`src/sv/pidc_pkg.sv`:
```
`timescale 1ns / 1ps
// Shared types, constants and helper functions for the clamped PID controller.
// No dependencies; imported by pidc_mul, pidc_div and pid_controller_clamped.
package pidc_pkg;

    localparam int WORD_W     = 32;                 // Q16.16 word
    localparam int DT_W       = 31;                 // loop period width
    localparam int FRAC_W     = 16;                 // fraction bits
    localparam int PROD_W     = 2 * WORD_W;         // full product width
    localparam int TERM_W     = PROD_W - FRAC_W;    // product after the shift
    localparam int SUM_W      = TERM_W + 2;         // room for three terms
    localparam int MUL_DIGIT  = 2;                  // multiplier bits per cycle
    localparam int MUL_STEPS  = WORD_W / MUL_DIGIT;
    localparam int MUL_CNT_W  = $clog2(MUL_STEPS);
    localparam int NUM_W      = WORD_W + FRAC_W;    // derivative dividend width
    localparam int DIV_STEPS  = NUM_W;
    localparam int DIV_CNT_W  = $clog2(DIV_STEPS);

    localparam int CFG_IDX_W  = 3;

    // Register indexes of the configuration port.
    localparam logic [CFG_IDX_W-1:0] REG_PROP_GAIN     = 3'd0;
    localparam logic [CFG_IDX_W-1:0] REG_INTEG_GAIN    = 3'd1;
    localparam logic [CFG_IDX_W-1:0] REG_DERIV_GAIN    = 3'd2;
    localparam logic [CFG_IDX_W-1:0] REG_TIME_STEP     = 3'd3;
    localparam logic [CFG_IDX_W-1:0] REG_INTEG_FLOOR   = 3'd4;
    localparam logic [CFG_IDX_W-1:0] REG_INTEG_CEILING = 3'd5;
    localparam logic [CFG_IDX_W-1:0] REG_DRIVE_FLOOR   = 3'd6;
    localparam logic [CFG_IDX_W-1:0] REG_DRIVE_CEILING = 3'd7;

    localparam logic [WORD_W-1:0] S32_MAX = {1'b0, {(WORD_W-1){1'b1}}};
    localparam logic [WORD_W-1:0] S32_MIN = {1'b1, {(WORD_W-1){1'b0}}};
    localparam logic [DT_W-1:0]   DT_ONE_Q = {{(DT_W-FRAC_W-1){1'b0}}, 1'b1, {FRAC_W{1'b0}}};

    // Status of an iterative arithmetic unit.
    typedef struct packed {
        logic busy;   // working on an operation
        logic done;   // one-cycle pulse, result valid from here on
    } t_unit_stat;

    // Saturate a wide signed value to the signed 32-bit range.
    function automatic logic [WORD_W-1:0] sat32(input logic [SUM_W-1:0] v);
        logic top_same;
        top_same = (&v[SUM_W-1:WORD_W-1]) || (~|v[SUM_W-1:WORD_W-1]);
        if (top_same) begin
            return v[WORD_W-1:0];
        end else if (v[SUM_W-1]) begin
            return S32_MIN;
        end else begin
            return S32_MAX;
        end
    endfunction

    // Floor is tested first: with crossed limits, values below the floor give the floor and all others the ceiling.
    function automatic logic [WORD_W-1:0] clamp32(input logic [WORD_W-1:0] v,
                                                  input logic [WORD_W-1:0] lo,
                                                  input logic [WORD_W-1:0] hi);
        if ($signed(v) < $signed(lo)) begin
            return lo;
        end else if ($signed(v) > $signed(hi)) begin
            return hi;
        end else begin
            return v;
        end
    endfunction

    // Apply the sign to an unsigned quotient and saturate it to 32 bits.
    function automatic logic [WORD_W-1:0] signed_quot(input logic [NUM_W-1:0] q,
                                                      input logic neg);
        logic over_pos;
        logic over_neg;
        over_pos = |q[NUM_W-1:WORD_W-1];
        over_neg = (|q[NUM_W-1:WORD_W]) || (q[WORD_W-1] && (|q[WORD_W-2:0]));
        if (!neg) begin
            return over_pos ? S32_MAX : q[WORD_W-1:0];
        end else begin
            return over_neg ? S32_MIN : (~q[WORD_W-1:0] + 1'b1);
        end
    endfunction

endpackage

```
`src/sv/pidc_mul.sv`:
```
`timescale 1ns / 1ps
// Shared radix-4 shift-add multiplier, signed 32 x 32 to 64 bits.
// Depends on pidc_pkg.
module pidc_mul
    import pidc_pkg::*;
(
    input  logic              i_clk,
    input  logic              i_rst_n,
    input  logic              i_start,
    input  logic [WORD_W-1:0] i_mcand,
    input  logic [WORD_W-1:0] i_mplier,
    output t_unit_stat        o_stat,
    output logic [PROD_W-1:0] o_prod
);

    logic [PROD_W-1:0]    r_acc;
    logic [PROD_W-1:0]    r_m1;
    logic [PROD_W-1:0]    r_m3;
    logic [WORD_W-1:0]    r_mplier;
    logic [MUL_CNT_W-1:0] r_cnt;
    logic                 r_busy;
    logic                 r_done;

    logic [PROD_W-1:0]    n_acc;
    logic [PROD_W-1:0]    w_term;
    logic                 w_sub;
    logic                 w_last;
    logic [PROD_W-1:0]    w_mcand_ext;

    assign w_last      = (r_cnt == MUL_CNT_W'(MUL_STEPS - 1));
    assign w_mcand_ext = {{(PROD_W-WORD_W){i_mcand[WORD_W-1]}}, i_mcand};

    // The top digit of the multiplier is signed, the others are not.
    always_comb begin
        w_term = '0;
        w_sub  = 1'b0;
        unique case ({w_last, r_mplier[MUL_DIGIT-1:0]})
            3'b000, 3'b100: w_term = '0;
            3'b001, 3'b101: w_term = r_m1;
            3'b010:         w_term = {r_m1[PROD_W-2:0], 1'b0};
            3'b011:         w_term = r_m3;
            3'b110: begin
                w_term = {r_m1[PROD_W-2:0], 1'b0};
                w_sub  = 1'b1;
            end
            3'b111: begin
                w_term = r_m1;
                w_sub  = 1'b1;
            end
        endcase
        n_acc = w_sub ? (r_acc - w_term) : (r_acc + w_term);
    end

    always_ff @(posedge i_clk) begin
        if (!i_rst_n) begin
            r_busy <= 1'b0;
            r_done <= 1'b0;
            r_cnt  <= '0;
        end else if (i_start) begin
            r_busy <= 1'b1;
            r_done <= 1'b0;
            r_cnt  <= '0;
        end else if (r_busy) begin
            r_cnt  <= r_cnt + 1'b1;
            r_busy <= !w_last;
            r_done <= w_last;
        end else begin
            r_done <= 1'b0;
        end
    end

    always_ff @(posedge i_clk) begin
        if (i_start) begin
            r_acc    <= '0;
            r_m1     <= w_mcand_ext;
            r_m3     <= {w_mcand_ext[PROD_W-2:0], 1'b0} + w_mcand_ext;
            r_mplier <= i_mplier;
        end else if (r_busy) begin
            r_acc    <= n_acc;
            r_m1     <= {r_m1[PROD_W-MUL_DIGIT-1:0], {MUL_DIGIT{1'b0}}};
            r_m3     <= {r_m3[PROD_W-MUL_DIGIT-1:0], {MUL_DIGIT{1'b0}}};
            r_mplier <= {{MUL_DIGIT{1'b0}}, r_mplier[WORD_W-1:MUL_DIGIT]};
        end
    end

    assign o_stat.busy = r_busy;
    assign o_stat.done = r_done;
    assign o_prod      = r_acc;

endmodule

```
`src/sv/pidc_div.sv`:
```
`timescale 1ns / 1ps
// Bit-serial restoring divider, 48-bit unsigned dividend by 31-bit divisor.
// Depends on pidc_pkg.
module pidc_div
    import pidc_pkg::*;
(
    input  logic             i_clk,
    input  logic             i_rst_n,
    input  logic             i_start,
    input  logic [NUM_W-1:0] i_num,
    input  logic [DT_W-1:0]  i_den,
    output t_unit_stat       o_stat,
    output logic [NUM_W-1:0] o_quot
);

    // r_num shifts dividend bits out at the top and quotient bits in at the bottom.
    logic [NUM_W-1:0]     r_num;
    logic [DT_W-1:0]      r_rem;
    logic [DT_W-1:0]      r_den;
    logic [DIV_CNT_W-1:0] r_cnt;
    logic                 r_busy;
    logic                 r_done;

    logic [DT_W:0]        w_rem_sh;
    logic [DT_W+1:0]      w_diff;
    logic                 w_ge;
    logic                 w_last;

    assign w_rem_sh = {r_rem, r_num[NUM_W-1]};
    assign w_diff   = {1'b0, w_rem_sh} - {2'b00, r_den};
    assign w_ge     = !w_diff[DT_W+1];
    assign w_last   = (r_cnt == DIV_CNT_W'(DIV_STEPS - 1));

    always_ff @(posedge i_clk) begin
        if (!i_rst_n) begin
            r_busy <= 1'b0;
            r_done <= 1'b0;
            r_cnt  <= '0;
        end else if (i_start) begin
            r_busy <= 1'b1;
            r_done <= 1'b0;
            r_cnt  <= '0;
        end else if (r_busy) begin
            r_cnt  <= r_cnt + 1'b1;
            r_busy <= !w_last;
            r_done <= w_last;
        end else begin
            r_done <= 1'b0;
        end
    end

    always_ff @(posedge i_clk) begin
        if (i_start) begin
            r_num <= i_num;
            r_rem <= '0;
            r_den <= i_den;
        end else if (r_busy) begin
            r_num <= {r_num[NUM_W-2:0], w_ge};
            r_rem <= w_ge ? w_diff[DT_W-1:0] : w_rem_sh[DT_W-1:0];
        end
    end

    assign o_stat.busy = r_busy;
    assign o_stat.done = r_done;
    assign o_quot      = r_num;

endmodule

```
`src/sv/pid_controller_clamped.sv`:
```
`timescale 1ns / 1ps
// Top level of the clamped PID controller: stream ports, registers, sequencer.
// Depends on pidc_pkg, pidc_mul and pidc_div.
//
// One PID loop in signed Q16.16. An input word with tuser low runs one update:
// error = setpoint - measurement, the integral takes error * dt and is clamped
// to its limits, the derivative is (error - last error) / dt, and the drive
// kp * error + ki * integral + kd * derivative is clamped to the drive limits
// and sent as one output word. Products are taken exactly and shifted right by
// 16 toward minus infinity; error, integral and derivative saturate to 32
// bits, as does the drive sum before its clamp. An input word with tuser
// high clears the integral and the last error and sends 0. An update
// reaches the output register through a setup state, four products that
// run one after the other on a single radix-4 shift-add multiplier that
// retires two multiplier bits per cycle, and the output state. The
// bit-serial divider for the derivative starts with the first product and
// finishes during the third, so it adds no time. The input is ready again
// as soon as the result is loaded; a clear goes straight to the output
// state. The input is ready whenever the sequencer is idle; a
// finished word sits in the output register, so the next input word can be
// taken while the previous result waits. If that word is still not taken when
// the next result is done, the sequencer holds the new result and the input
// stays stalled until the output register frees up. The configuration
// registers are written through the plain write port and must only be changed
// while no update is in flight. A time step of zero acts as the smallest step.
module pid_controller_clamped
    import pidc_pkg::*;
(
    input  logic                  i_clk,
    input  logic                  i_rst_n,
    // Configuration write port.
    input  logic                  i_cfg_wr_en,
    input  logic [CFG_IDX_W-1:0]  i_cfg_index,
    input  logic [WORD_W-1:0]     i_cfg_wdata,
    // Input stream.
    input  logic                  s_axis_tvalid,
    output logic                  s_axis_tready,
    input  logic [2*WORD_W-1:0]   s_axis_tdata,   // [31:0] setpoint, [63:32] measurement
    input  logic                  s_axis_tuser,   // [0] action: 0 update, 1 clear
    // Output stream.
    output logic                  m_axis_tvalid,
    input  logic                  m_axis_tready,
    output logic [WORD_W-1:0]     m_axis_tdata    // [31:0] drive
);

    // Sequencer states.
    localparam logic [2:0] ST_IDLE   = 3'd0;
    localparam logic [2:0] ST_PREP   = 3'd1;
    localparam logic [2:0] ST_MUL_DT = 3'd2;
    localparam logic [2:0] ST_MUL_P  = 3'd3;
    localparam logic [2:0] ST_MUL_I  = 3'd4;
    localparam logic [2:0] ST_WAIT_D = 3'd5;
    localparam logic [2:0] ST_MUL_D  = 3'd6;
    localparam logic [2:0] ST_OUT    = 3'd7;

    // Configuration registers.
    logic [WORD_W-1:0] r_prop_gain;
    logic [WORD_W-1:0] r_integ_gain;
    logic [WORD_W-1:0] r_deriv_gain;
    logic [DT_W-1:0]   r_time_step;
    logic [WORD_W-1:0] r_integ_floor;
    logic [WORD_W-1:0] r_integ_ceiling;
    logic [WORD_W-1:0] r_drive_floor;
    logic [WORD_W-1:0] r_drive_ceiling;

    // Loop state and datapath registers.
    logic [2:0]        r_state,     n_state;
    logic [WORD_W-1:0] r_err,       n_err;
    logic [WORD_W-1:0] r_last,      n_last;
    logic [WORD_W-1:0] r_integ,     n_integ;
    logic [SUM_W-1:0]  r_sum,       n_sum;
    logic [WORD_W-1:0] r_res,       n_res;
    logic              r_dneg,      n_dneg;
    logic [WORD_W-1:0] r_drive,     n_drive;
    logic              r_out_valid, n_out_valid;

    logic              w_in_acc;
    logic [DT_W-1:0]   w_dt;
    logic [WORD_W:0]   w_in_diff;
    logic [WORD_W:0]   w_err_diff;
    logic [WORD_W-1:0] w_err_mag;
    logic [SUM_W-1:0]  w_term;
    logic [SUM_W-1:0]  w_integ_sum;
    logic [SUM_W-1:0]  w_out_sum;

    logic              w_mul_start;
    logic [WORD_W-1:0] w_mul_a;
    logic [WORD_W-1:0] w_mul_b;
    t_unit_stat        w_mul_stat;
    logic [PROD_W-1:0] w_mul_prod;

    logic              w_div_start;
    t_unit_stat        w_div_stat;
    logic [NUM_W-1:0]  w_div_quot;

    pidc_mul u_mul (
        .i_clk    (i_clk),
        .i_rst_n  (i_rst_n),
        .i_start  (w_mul_start),
        .i_mcand  (w_mul_a),
        .i_mplier (w_mul_b),
        .o_stat   (w_mul_stat),
        .o_prod   (w_mul_prod)
    );

    pidc_div u_div (
        .i_clk   (i_clk),
        .i_rst_n (i_rst_n),
        .i_start (w_div_start),
        .i_num   ({w_err_mag, {FRAC_W{1'b0}}}),
        .i_den   (w_dt),
        .o_stat  (w_div_stat),
        .o_quot  (w_div_quot)
    );

    assign s_axis_tready = (r_state == ST_IDLE);
    assign w_in_acc      = s_axis_tvalid && s_axis_tready;
    assign m_axis_tvalid = r_out_valid;
    assign m_axis_tdata  = r_drive;

    // A zero time step behaves as the smallest step.
    assign w_dt = (r_time_step == '0) ? DT_W'(1) : r_time_step;

    assign w_in_diff = {s_axis_tdata[WORD_W-1], s_axis_tdata[WORD_W-1:0]}
                     - {s_axis_tdata[2*WORD_W-1], s_axis_tdata[2*WORD_W-1:WORD_W]};

    // The error difference needs 33 bits; its magnitude always fits in 32.
    assign w_err_diff = {r_err[WORD_W-1], r_err} - {r_last[WORD_W-1], r_last};
    assign w_err_mag  = w_err_diff[WORD_W] ? WORD_W'(-w_err_diff) : w_err_diff[WORD_W-1:0];

    // Product shifted right by 16 bits, which is a floor for signed values.
    assign w_term      = {{(SUM_W-TERM_W){w_mul_prod[PROD_W-1]}}, w_mul_prod[PROD_W-1:FRAC_W]};
    assign w_integ_sum = {{(SUM_W-WORD_W){r_integ[WORD_W-1]}}, r_integ} + w_term;
    assign w_out_sum   = r_sum + w_term;

    always_comb begin
        n_state     = r_state;
        n_err       = r_err;
        n_last      = r_last;
        n_integ     = r_integ;
        n_sum       = r_sum;
        n_res       = r_res;
        n_dneg      = r_dneg;
        n_drive     = r_drive;
        n_out_valid = r_out_valid;
        w_mul_start = 1'b0;
        w_mul_a     = r_err;
        w_mul_b     = {1'b0, w_dt};
        w_div_start = 1'b0;

        if (r_out_valid && m_axis_tready) begin
            n_out_valid = 1'b0;
        end

        unique case (r_state)
            ST_IDLE: begin
                if (w_in_acc) begin
                    if (s_axis_tuser) begin
                        n_integ = '0;
                        n_last  = '0;
                        n_res   = '0;
                        n_state = ST_OUT;
                    end else begin
                        n_err   = sat32({{(SUM_W-WORD_W-1){w_in_diff[WORD_W]}}, w_in_diff});
                        n_state = ST_PREP;
                    end
                end
            end
            ST_PREP: begin
                // error * dt on the multiplier, the derivative on the divider.
                w_mul_start = 1'b1;
                w_div_start = 1'b1;
                n_dneg      = w_err_diff[WORD_W];
                n_last      = r_err;
                n_sum       = '0;
                n_state     = ST_MUL_DT;
            end
            ST_MUL_DT: begin
                if (w_mul_stat.done) begin
                    n_integ     = clamp32(sat32(w_integ_sum), r_integ_floor, r_integ_ceiling);
                    w_mul_start = 1'b1;
                    w_mul_a     = r_prop_gain;
                    w_mul_b     = r_err;
                    n_state     = ST_MUL_P;
                end
            end
            ST_MUL_P: begin
                if (w_mul_stat.done) begin
                    n_sum       = w_out_sum;
                    w_mul_start = 1'b1;
                    w_mul_a     = r_integ_gain;
                    w_mul_b     = r_integ;
                    n_state     = ST_MUL_I;
                end
            end
            ST_MUL_I: begin
                if (w_mul_stat.done) begin
                    n_sum   = w_out_sum;
                    n_state = ST_WAIT_D;
                end
            end
            ST_WAIT_D: begin
                if (!w_div_stat.busy) begin
                    w_mul_start = 1'b1;
                    w_mul_a     = r_deriv_gain;
                    w_mul_b     = signed_quot(w_div_quot, r_dneg);
                    n_state     = ST_MUL_D;
                end
            end
            ST_MUL_D: begin
                if (w_mul_stat.done) begin
                    n_res   = clamp32(sat32(w_out_sum), r_drive_floor, r_drive_ceiling);
                    n_state = ST_OUT;
                end
            end
            ST_OUT: begin
                // Hand the result to the output register once it is free.
                if (!r_out_valid || m_axis_tready) begin
                    n_drive     = r_res;
                    n_out_valid = 1'b1;
                    n_state     = ST_IDLE;
                end
            end
        endcase
    end

    always_ff @(posedge i_clk) begin
        if (!i_rst_n) begin
            r_state     <= ST_IDLE;
            r_out_valid <= 1'b0;
            r_integ     <= '0;
            r_last      <= '0;
        end else begin
            r_state     <= n_state;
            r_out_valid <= n_out_valid;
            r_integ     <= n_integ;
            r_last      <= n_last;
        end
    end

    always_ff @(posedge i_clk) begin
        r_err   <= n_err;
        r_sum   <= n_sum;
        r_res   <= n_res;
        r_dneg  <= n_dneg;
        r_drive <= n_drive;
    end

    always_ff @(posedge i_clk) begin
        if (!i_rst_n) begin
            r_prop_gain     <= '0;
            r_integ_gain    <= '0;
            r_deriv_gain    <= '0;
            r_time_step     <= DT_ONE_Q;
            r_integ_floor   <= S32_MIN;
            r_integ_ceiling <= S32_MAX;
            r_drive_floor   <= S32_MIN;
            r_drive_ceiling <= S32_MAX;
        end else if (i_cfg_wr_en) begin
            unique case (i_cfg_index)
                REG_PROP_GAIN:     r_prop_gain     <= i_cfg_wdata;
                REG_INTEG_GAIN:    r_integ_gain    <= i_cfg_wdata;
                REG_DERIV_GAIN:    r_deriv_gain    <= i_cfg_wdata;
                REG_TIME_STEP:     r_time_step     <= i_cfg_wdata[DT_W-1:0];
                REG_INTEG_FLOOR:   r_integ_floor   <= i_cfg_wdata;
                REG_INTEG_CEILING: r_integ_ceiling <= i_cfg_wdata;
                REG_DRIVE_FLOOR:   r_drive_floor   <= i_cfg_wdata;
                REG_DRIVE_CEILING: r_drive_ceiling <= i_cfg_wdata;
            endcase
        end
    end

    // The shared units are never restarted while they are still working.
    a_mul_start_idle: assert property (@(posedge i_clk) disable iff (!i_rst_n)
        w_mul_start |-> !w_mul_stat.busy)
        else $error("multiplier started while busy");

    a_div_start_idle: assert property (@(posedge i_clk) disable iff (!i_rst_n)
        w_div_start |-> !w_div_stat.busy)
        else $error("divider started while busy");

    // A clear word always produces a zero result.
    a_clear_zero: assert property (@(posedge i_clk) disable iff (!i_rst_n)
        (w_in_acc && s_axis_tuser) |=> (r_res == '0 && r_integ == '0 && r_last == '0))
        else $error("clear did not zero the loop state");

    // With ordered limits the freshly updated integral lies inside them.
    a_integ_in_range: assert property (@(posedge i_clk) disable iff (!i_rst_n)
        ($rose(r_state == ST_MUL_P) && $signed(r_integ_floor) <= $signed(r_integ_ceiling))
        |-> ($signed(r_integ) >= $signed(r_integ_floor)
             && $signed(r_integ) <= $signed(r_integ_ceiling)))
        else $error("integral outside its limits");

endmodule

```
`config.mk`:
```
export PLATFORM = sky130hd
export DESIGN_NAME = pid_controller_clamped
export DESIGN_NICKNAME = d
export VERILOG_FILES = /design/src/sv/pidc_pkg.sv /design/src/sv/pidc_mul.sv /design/src/sv/pidc_div.sv /design/src/sv/pid_controller_clamped.sv
export SDC_FILE = /design/constraint.sdc
export NUM_CORES = 2
export LEC_CHECK = 0
export BUFFER_PORTS_ARGS = -buffer_cell sky130_fd_sc_hd__buf_4
export CAP_MARGIN = 0
export CORE_UTILIZATION = 45
export DETAILED_ROUTE_END_ITERATION = 6
export SETUP_SLACK_MARGIN = 0.15
export SLEW_MARGIN = 20
export SYNTH_ARGS = -nofsm -noshare
export SYNTH_HDL_FRONTEND = slang
export SYNTH_SLANG_ARGS = --single-unit
```
`constraint.sdc`:
```
create_clock -name i_clk -period 7.9 [get_ports i_clk]
set_input_delay 0.79 -clock i_clk [delete_from_list [all_inputs] [get_ports i_clk]]
set_output_delay 0.79 -clock i_clk [all_outputs]
set_load 0.1 [all_outputs]
```
# [After elaboration in Yosys (flattened, before gate mapping)]
# Index checks and enable logic that the tools add are counted.
[word_totals] reg_bits=817 inputBits=105 output_inout_bits=34 wordCells=208
[op_classes] addsub=12 n_lt_le_gt_ge=4 eq_ne=32 mux=68 bitwise_logic=4 reduce_logical=58
[op_table] op="2-to-1 mux 32 bit" n=30
[op_table] op="2-to-1 mux 64 bit" n=5
[op_table] op="case mux 64 bit (4 select lines)" n=1
[op_table] op="case mux 32 bit (2 select lines)" n=3
[op_table] op="case mux 32 bit (3 select lines)" n=2
[op_table] op="case mux 50 bit (2 select lines)" n=1
[op_table] op="2-to-1 mux 48 bit" n=2
[op_table] op="subtractor 32 x 32 -> 33 bit" n=2
[op_table] op="adder 64 bit" n=1
[op_table] op="> comparator 32 bit" n=2
[op_table] op="< comparator 32 bit" n=2
[op_table] op="subtractor 64 bit" n=1
[op_table] op="2-to-1 mux 31 bit" n=2
[op_table] op="adder 50 bit" n=1
[op_table] op="2-to-1 mux 50 bit" n=1
[op_table] op="adder 32 x 48 -> 49 bit" n=1
[op_table] op="AND reduction 19 bit" n=2
[op_table] op="OR reduction 19 bit" n=2
[op_table] op="== test 3 bit, second input constant" n=12
[op_table] op="adder 33 x 32 -> 34 bit" n=1
[op_table] op="subtractor 32 x 31 -> 33 bit" n=1
[op_table] op="adder 32 x 1 -> 32 bit, second input constant" n=1
[op_table] op="negation 32 bit" n=1
[op_table] op="inverter 32 bit" n=1
[op_table] op="other kinds (28)" n=100

# [Logic depth before layout (Yosys ltp)]
[logic_depth] ltp_word=12 mapped_depth=36 depth_no_buf=32

# [Hierarchy]
# From an unflattened synthesis, not the netlist that was laid out.
[hier_totals] hier_cells=6791 area_unflattened_um2=57652.8
[by_module_without_submodules] mod="pid_controller_clamped" n_inst=1 cells_per_inst=4247 area_each_um2=34174.0 seq_area_each_um2=10880.4
[by_module_without_submodules] mod="pidc_mul" n_inst=1 cells_per_inst=1922 area_each_um2=17025.1 seq_area_each_um2=6175.9
[by_module_without_submodules] mod="pidc_div" n_inst=1 cells_per_inst=622 area_each_um2=6453.7 seq_area_each_um2=3153.0

# [Least setup slack after synthesis]
# No wires, ideal clock.
[synth_timing] path_kind="reg-to-reg" from="register u_mul.r_acc[16] (netlist: u_mul.o_prod[16])" to="register r_integ[10]" setup_time_ns=0.141 arrival_ns=6.728 required_time_ns=7.759 path_slack_ns=1.031 stages_incl_launch_ff=33 path_buffers=2 synth_period_minus_slack_ns=6.869 path_cell_list="dfxtp_1 > ha_1 > inv_1 > fa_1 > nand2b_1 > a21oi_1 > or4b_2 > nand3_1 > and3_1 > a2111oi_0 > or3_1 > a2111oi_0 > nand4_1 > nor4_1 > a31o_2 > clkbuf_1 > mux2i_1 > ha_1 > nor2b_1 > o21a_1 > o21a_1 > o21a_1 > o21a_1 > o21ai_0 > nand2b_1 > a21oi_1 > o21ai_0 > nor3_1 > nand3_1 > o211ai_1 > buf_1 > mux2i_1 > o221ai_1"
[synth_between] elab_chain_cells=12 word_cells_on_any_way=15 classes_between="1 x add/sub; 2 x order compare; 8 x mux; 4 x reduce/logical"
[synth_rtl] element="start: declaration" line="pidc_mul.sv:16" source="logic [PROD_W-1:0] r_acc;"
[synth_rtl] element="start signal: assignment" line="pidc_mul.sv:79" source="r_acc <= n_acc;"
[synth_rtl] element="adder 32 x 48 -> 49 bit *" line="pid_controller_clamped.sv:133" source="assign w_integ_sum = {{(SUM_W-WORD_W){r_integ[WORD_W-1]}}, r_integ} + w_term;"
[synth_rtl] element="OR reduction 19 bit" line="pidc_pkg.sv:44" source="top_same = (&v[SUM_W-1:WORD_W-1]) || (~|v[SUM_W-1:WORD_W-1]);"
[synth_rtl] element="zero test 1 bit" line="pidc_pkg.sv:44"
[synth_rtl] element="logical OR 1 bit" line="pidc_pkg.sv:44"
[synth_rtl] element="2-to-1 mux 32 bit *" line="pidc_pkg.sv:45" source="if (top_same) begin"
[synth_rtl] element="2-to-1 mux 32 bit *" line="pid_controller_clamped.sv:179" source="if (w_mul_stat.done) begin"
[synth_rtl] element="2-to-1 mux 32 bit *" line="pid_controller_clamped.sv:155" source="unique case (r_state)"
[synth_rtl] element="> comparator 32 bit" line="pidc_pkg.sv:60" source="end else if ($signed(v) > $signed(hi)) begin"
[synth_rtl] element="2-to-1 mux 32 bit" line="pidc_pkg.sv:60"
[synth_rtl] element="2-to-1 mux 32 bit *" line="pidc_pkg.sv:58" source="if ($signed(v) < $signed(lo)) begin"
[synth_rtl] element="2-to-1 mux 32 bit *" line="pid_controller_clamped.sv:179"
[synth_rtl] element="case mux 32 bit (2 select lines) *" line="pid_controller_clamped.sv:155"
[synth_rtl] element="end signal: assignment" line="pid_controller_clamped.sv:236" source="r_integ <= n_integ;"
[synth_rtl] element="end: declaration" line="pid_controller_clamped.sv:70" source="logic [WORD_W-1:0] r_integ, n_integ;"
# Mark *: on every way between the ends. The rest lies on a longest branch, timed or not. The select of a mux whose other input is x is not followed.
# A chain may end at the register's enable or synchronous reset.

# [Final worst setup path]
[layout_timing] from="register u_mul.r_acc[16] (netlist: u_mul.o_prod[16])" to="register r_integ[13]"
# The elaborated chain is that of the path after synthesis.

==> results.sh <==
export IMPL_outcome="complete, but fails checks"
export IMPL_violations="design-rule violations"
export IMPL_cp_end_kind="flop"
export IMPL_p_per_area_nw_per_um2=428.9
export IMPL_setup_viol=0
export IMPL_grt_pass1_vias=45920
export IMPL_ff2ff_setup_slack_ns=0.49
export IMPL_drt_iter0_drc=4285
export IMPL_drv_cap=0
export IMPL_clkLatencyLatePin_ns=0.71
export IMPL_synth_area_top_cells="edfxtp_1 20%, dfxtp_1 16%, ha_1 9.4%"
export IMPL_dieArea_um2=125100
export IMPL_slew_headroom_pct=17.55
export IMPL_drt_total_wl_um=184600
export IMPL_syn_instance_count=6656
export IMPL_rr_startpoint="u_mul.o_prod[16]$_SDFFE_PP0P_"
export IMPL_critPathRequiredTime_ns=8.46
export IMPL_mostFrequentLayoutCells="846 x nand2_1, 583 x a21oi_1, 473 x nor2_1"
export IMPL_period_needed_ns=7.411
export IMPL_ys_types=85
export IMPL_synthFlopType="dfxtp_1"
export IMPL_die_w_um=353.8
export IMPL_floorplan_initialDensity_pct=45.56
export IMPL_wl_per_cell_um=22.21
export IMPL_cp_arrival_ns=7.97
export IMPL_ys_ff_latch=816
export IMPL_startpoint="u_mul.o_prod[16]$_SDFFE_PP0P_"
export IMPL_hold_depth=0
export IMPL_worst_hold_slack_ns=0.4165
export IMPL_final_cell_count_no_fill=8311
export IMPL_worstMarginPinSlew_ns=1.237
export IMPL_port_buffers=138
export IMPL_p_total_mw=26.48
export IMPL_gp_congestion=0.9623
export IMPL_clkTransAtPathRegs_ns=0.06
export IMPL_irDropWorstVdd_uv=256.6
export IMPL_synth_edf_count=369
export IMPL_p_sw_mw=12.00
export IMPL_num_vias=49240
export IMPL_cts_buffer_depth=3
export IMPL_final_util_pct=50.54
export IMPL_cts_buffers=97
export IMPL_finalCritPeriodShare_pct=93.81
export IMPL_grt_util_all_layers_pct=28.53
export IMPL_total_leakage_power_nw=25.27
export IMPL_fin_worst_skew_ns=0.03574
export IMPL_dr_pass1_iters=7
export IMPL_grt_max_degree=95
export IMPL_swShare_pct=45.31
export IMPL_overflow=0
export IMPL_hold_end="m_axis_tdata[9]$_DFFE_PP_"
export IMPL_via_per_inst=5.924
export IMPL_core_region_area_um2=122200
export IMPL_grt_pass1_wl_um=278000
export IMPL_crit_path_top_delay_cell="a2111o_1"
export IMPL_p_seq_share_pct=26.6
export IMPL_place_inst=8122
export IMPL_mostFrequentLayoutCell="nand2_1"
export IMPL_final_setup_tns_ns=0
export IMPL_synthesis_area_um2=55680
export IMPL_worstSetupPathType="flop to flop"
export IMPL_root_buffer="clkbuf_16"
export IMPL_die_h_um=353.8
export IMPL_clockPowerShare_pct=17.8
export IMPL_slowest_delay_ns=0.46
export IMPL_synthesis_nets=7185
export IMPL_asyncSetResetFlopFracSynth_pct=0
export IMPL_reg2reg_to="r_integ[13]$_SDFFE_PN0P_"
export IMPL_ys_warn_count=0
export IMPL_rsz0062_at_grt="no"
export IMPL_r2r_cells=34
export IMPL_ant_nets=0
export IMPL_syn_to_final_growth_pct=10.91
export IMPL_seq_area_frac_synth_pct=35.97
export IMPL_synth_avg_cell_area_um2=8.365
export IMPL_intPower_mw=14.48
export IMPL_final_nets=7130
export IMPL_holdCritStartpoint="r_res[9]$_SDFFCE_PN0P_"
export IMPL_grt_antenna_before_repair=1
export IMPL_critPathLaunchType="flop"
export IMPL_fmax_mhz=134.9
export IMPL_fillCellCount=11570
export IMPL_htree_levels=3
export IMPL_place_hpwl_um=137400
export IMPL_ioPinCount=139
export IMPL_path_max_fanout=10
export IMPL_rows=128
export IMPL_cts_tree="done"
export IMPL_crit_top_cell="a21o_1"
export IMPL_worstHoldPathType="flop to flop"
export IMPL_hold_violations=0
export IMPL_drive_gt1_share_pct=7.838
export IMPL_slew_violations=0
export IMPL_yosysTopAreaCell="edfxtp_1"
export IMPL_clkSinkCount=816
export IMPL_combPwrFrac_pct=55.6
export IMPL_synth_top_area_share_pct=19.90
export IMPL_drc=1
[state kept, by name, summed over array words and instances (netlist names), 4 cells and up]
signal	cells
r_prop_gain	32
r_time_step	31
u_div.o_quot	48
u_mul.r_m1	64
r_integ	32
r_drive_ceiling	32
u_mul.r_cnt	4
r_drive_floor	32
u_mul.o_prod	64
r_err	32
r_last	32
r_sum	50
u_mul.r_m3	63
r_integ_ceiling	32
r_integ_gain	32
u_div.r_cnt	6
u_div.r_den	31
u_div.r_rem	31
r_integ_floor	32
m_axis_tdata	32
r_res	32
r_deriv_gain	32
u_mul.r_mplier	32
[cell families (layout without fill, tap and decap cells)]
group           Yosys count  count (layout)  synth area share (%)
flops                   816             816                 35.97
buf+inv                 821             850                 5.616
mux                     211             211                 3.809
compound gates         2049            2049                 23.50
xor+xnor                325             325                 5.112
other cells               0               1                     0
simple gates           2005            2005                 16.27
fa+ha+maj               429             429                 9.713
[metrics by stage]
| step | cell area (um^2) | setup slack, ns |
|---|---|---|
| floorplan | 55680 | 1.031 |
| global placement | 58260 | 0.2288 |
| detailed placement | 58260 | 0.1087 |
| CTS | 61590 | 0.1920 |
| global route | 61750 | 0.1595 |
| finish | 61750 | 0.4888 |
[cell usage after synthesis, types with 75 or more instances]
master	n
nand2_1	848
a21oi_1	584
nor2_1	486
dfxtp_1	447
inv_1	423
o21ai_0	420
ha_1	417
edfxtp_1	369
clkbuf_1	337
a21o_1	208
mux2i_1	204
xnor2_1	172
nand3_1	168
xor2_1	153
a22oi_1	122
o211ai_1	121
o21a_1	88
a211oi_1	75
[layer usage]
metal  track usage, %  vias up  part of all wire (%)
li1                 -    23910                     -
met1            36.46    23430                    43
met2            46.31     1543                    46
met3            4.160      351                   5.8
met4            15.57        0                   6.0
met5                0        -                     0
[worst max path at each step]
stage / endpoint / cells after the start
CTS: r_integ[0]$_SDFFE_PN0P_ / 30
global placement: r_res[7]$_SDFFCE_PN0P_ / 30
floorplan: r_integ[10]$_SDFFE_PN0P_ / 32
global route: r_integ[12]$_SDFFE_PN0P_ / 31
detailed placement: r_res[4]$_SDFFCE_PN0P_ / 30
finish: r_integ[13]$_SDFFE_PN0P_ / 34
[worst max-delay path, delay by kind of cell (launching register included)]
family	cells	cell delay (ns)
adders and majority gates	3	0.89
and+or+nand+nor	11	1.94
buffers and inverters	5	0.84
AOI/OAI and AO/OA	14	3.01
DFF	1	0.34
muxes	1	0.22
[area by class of cell]
| type | count | area [um^2] | share of cell area, % |
|---|---|---|---|
| Antenna cell | 1 | 2.502 | 0.004052 |
| Clock buffer | 135 | 2753 | 4.457 |
| Clock inverter | 48 | 573.1 | 0.9280 |
| Inverter | 423 | 1595 | 2.583 |
| Multi-Input combinational cell | 5019 | 32840 | 53.18 |
| Sequential cell | 816 | 20040 | 32.46 |
| Tap cell | 1625 | 2033 | 3.292 |
| Timing Repair Buffer | 244 | 1916 | 3.102 |
[power by group through the flow]
stage	Combinational (mW)	Clock, mW	Sequential, mW
after floorplan	10.9	0	6.81
after global placement	14.4	0	7.08
after detailed placement	14.5	0	7.11
after CTS	14.6	4.80	7.04
after global routing	16.3	4.95	7.16
final	14.7	4.72	7.05
[what timing repair did]
action	4_1_cts	5_1_grt
gates resized for setup	2	32
hold buffers	0	0
setup endpoints to repair	20	65
pin swaps	0	3
endpoints found under the hold margin	0	0
buffers inserted	0	5
Power figures use the tool's default switching activity.
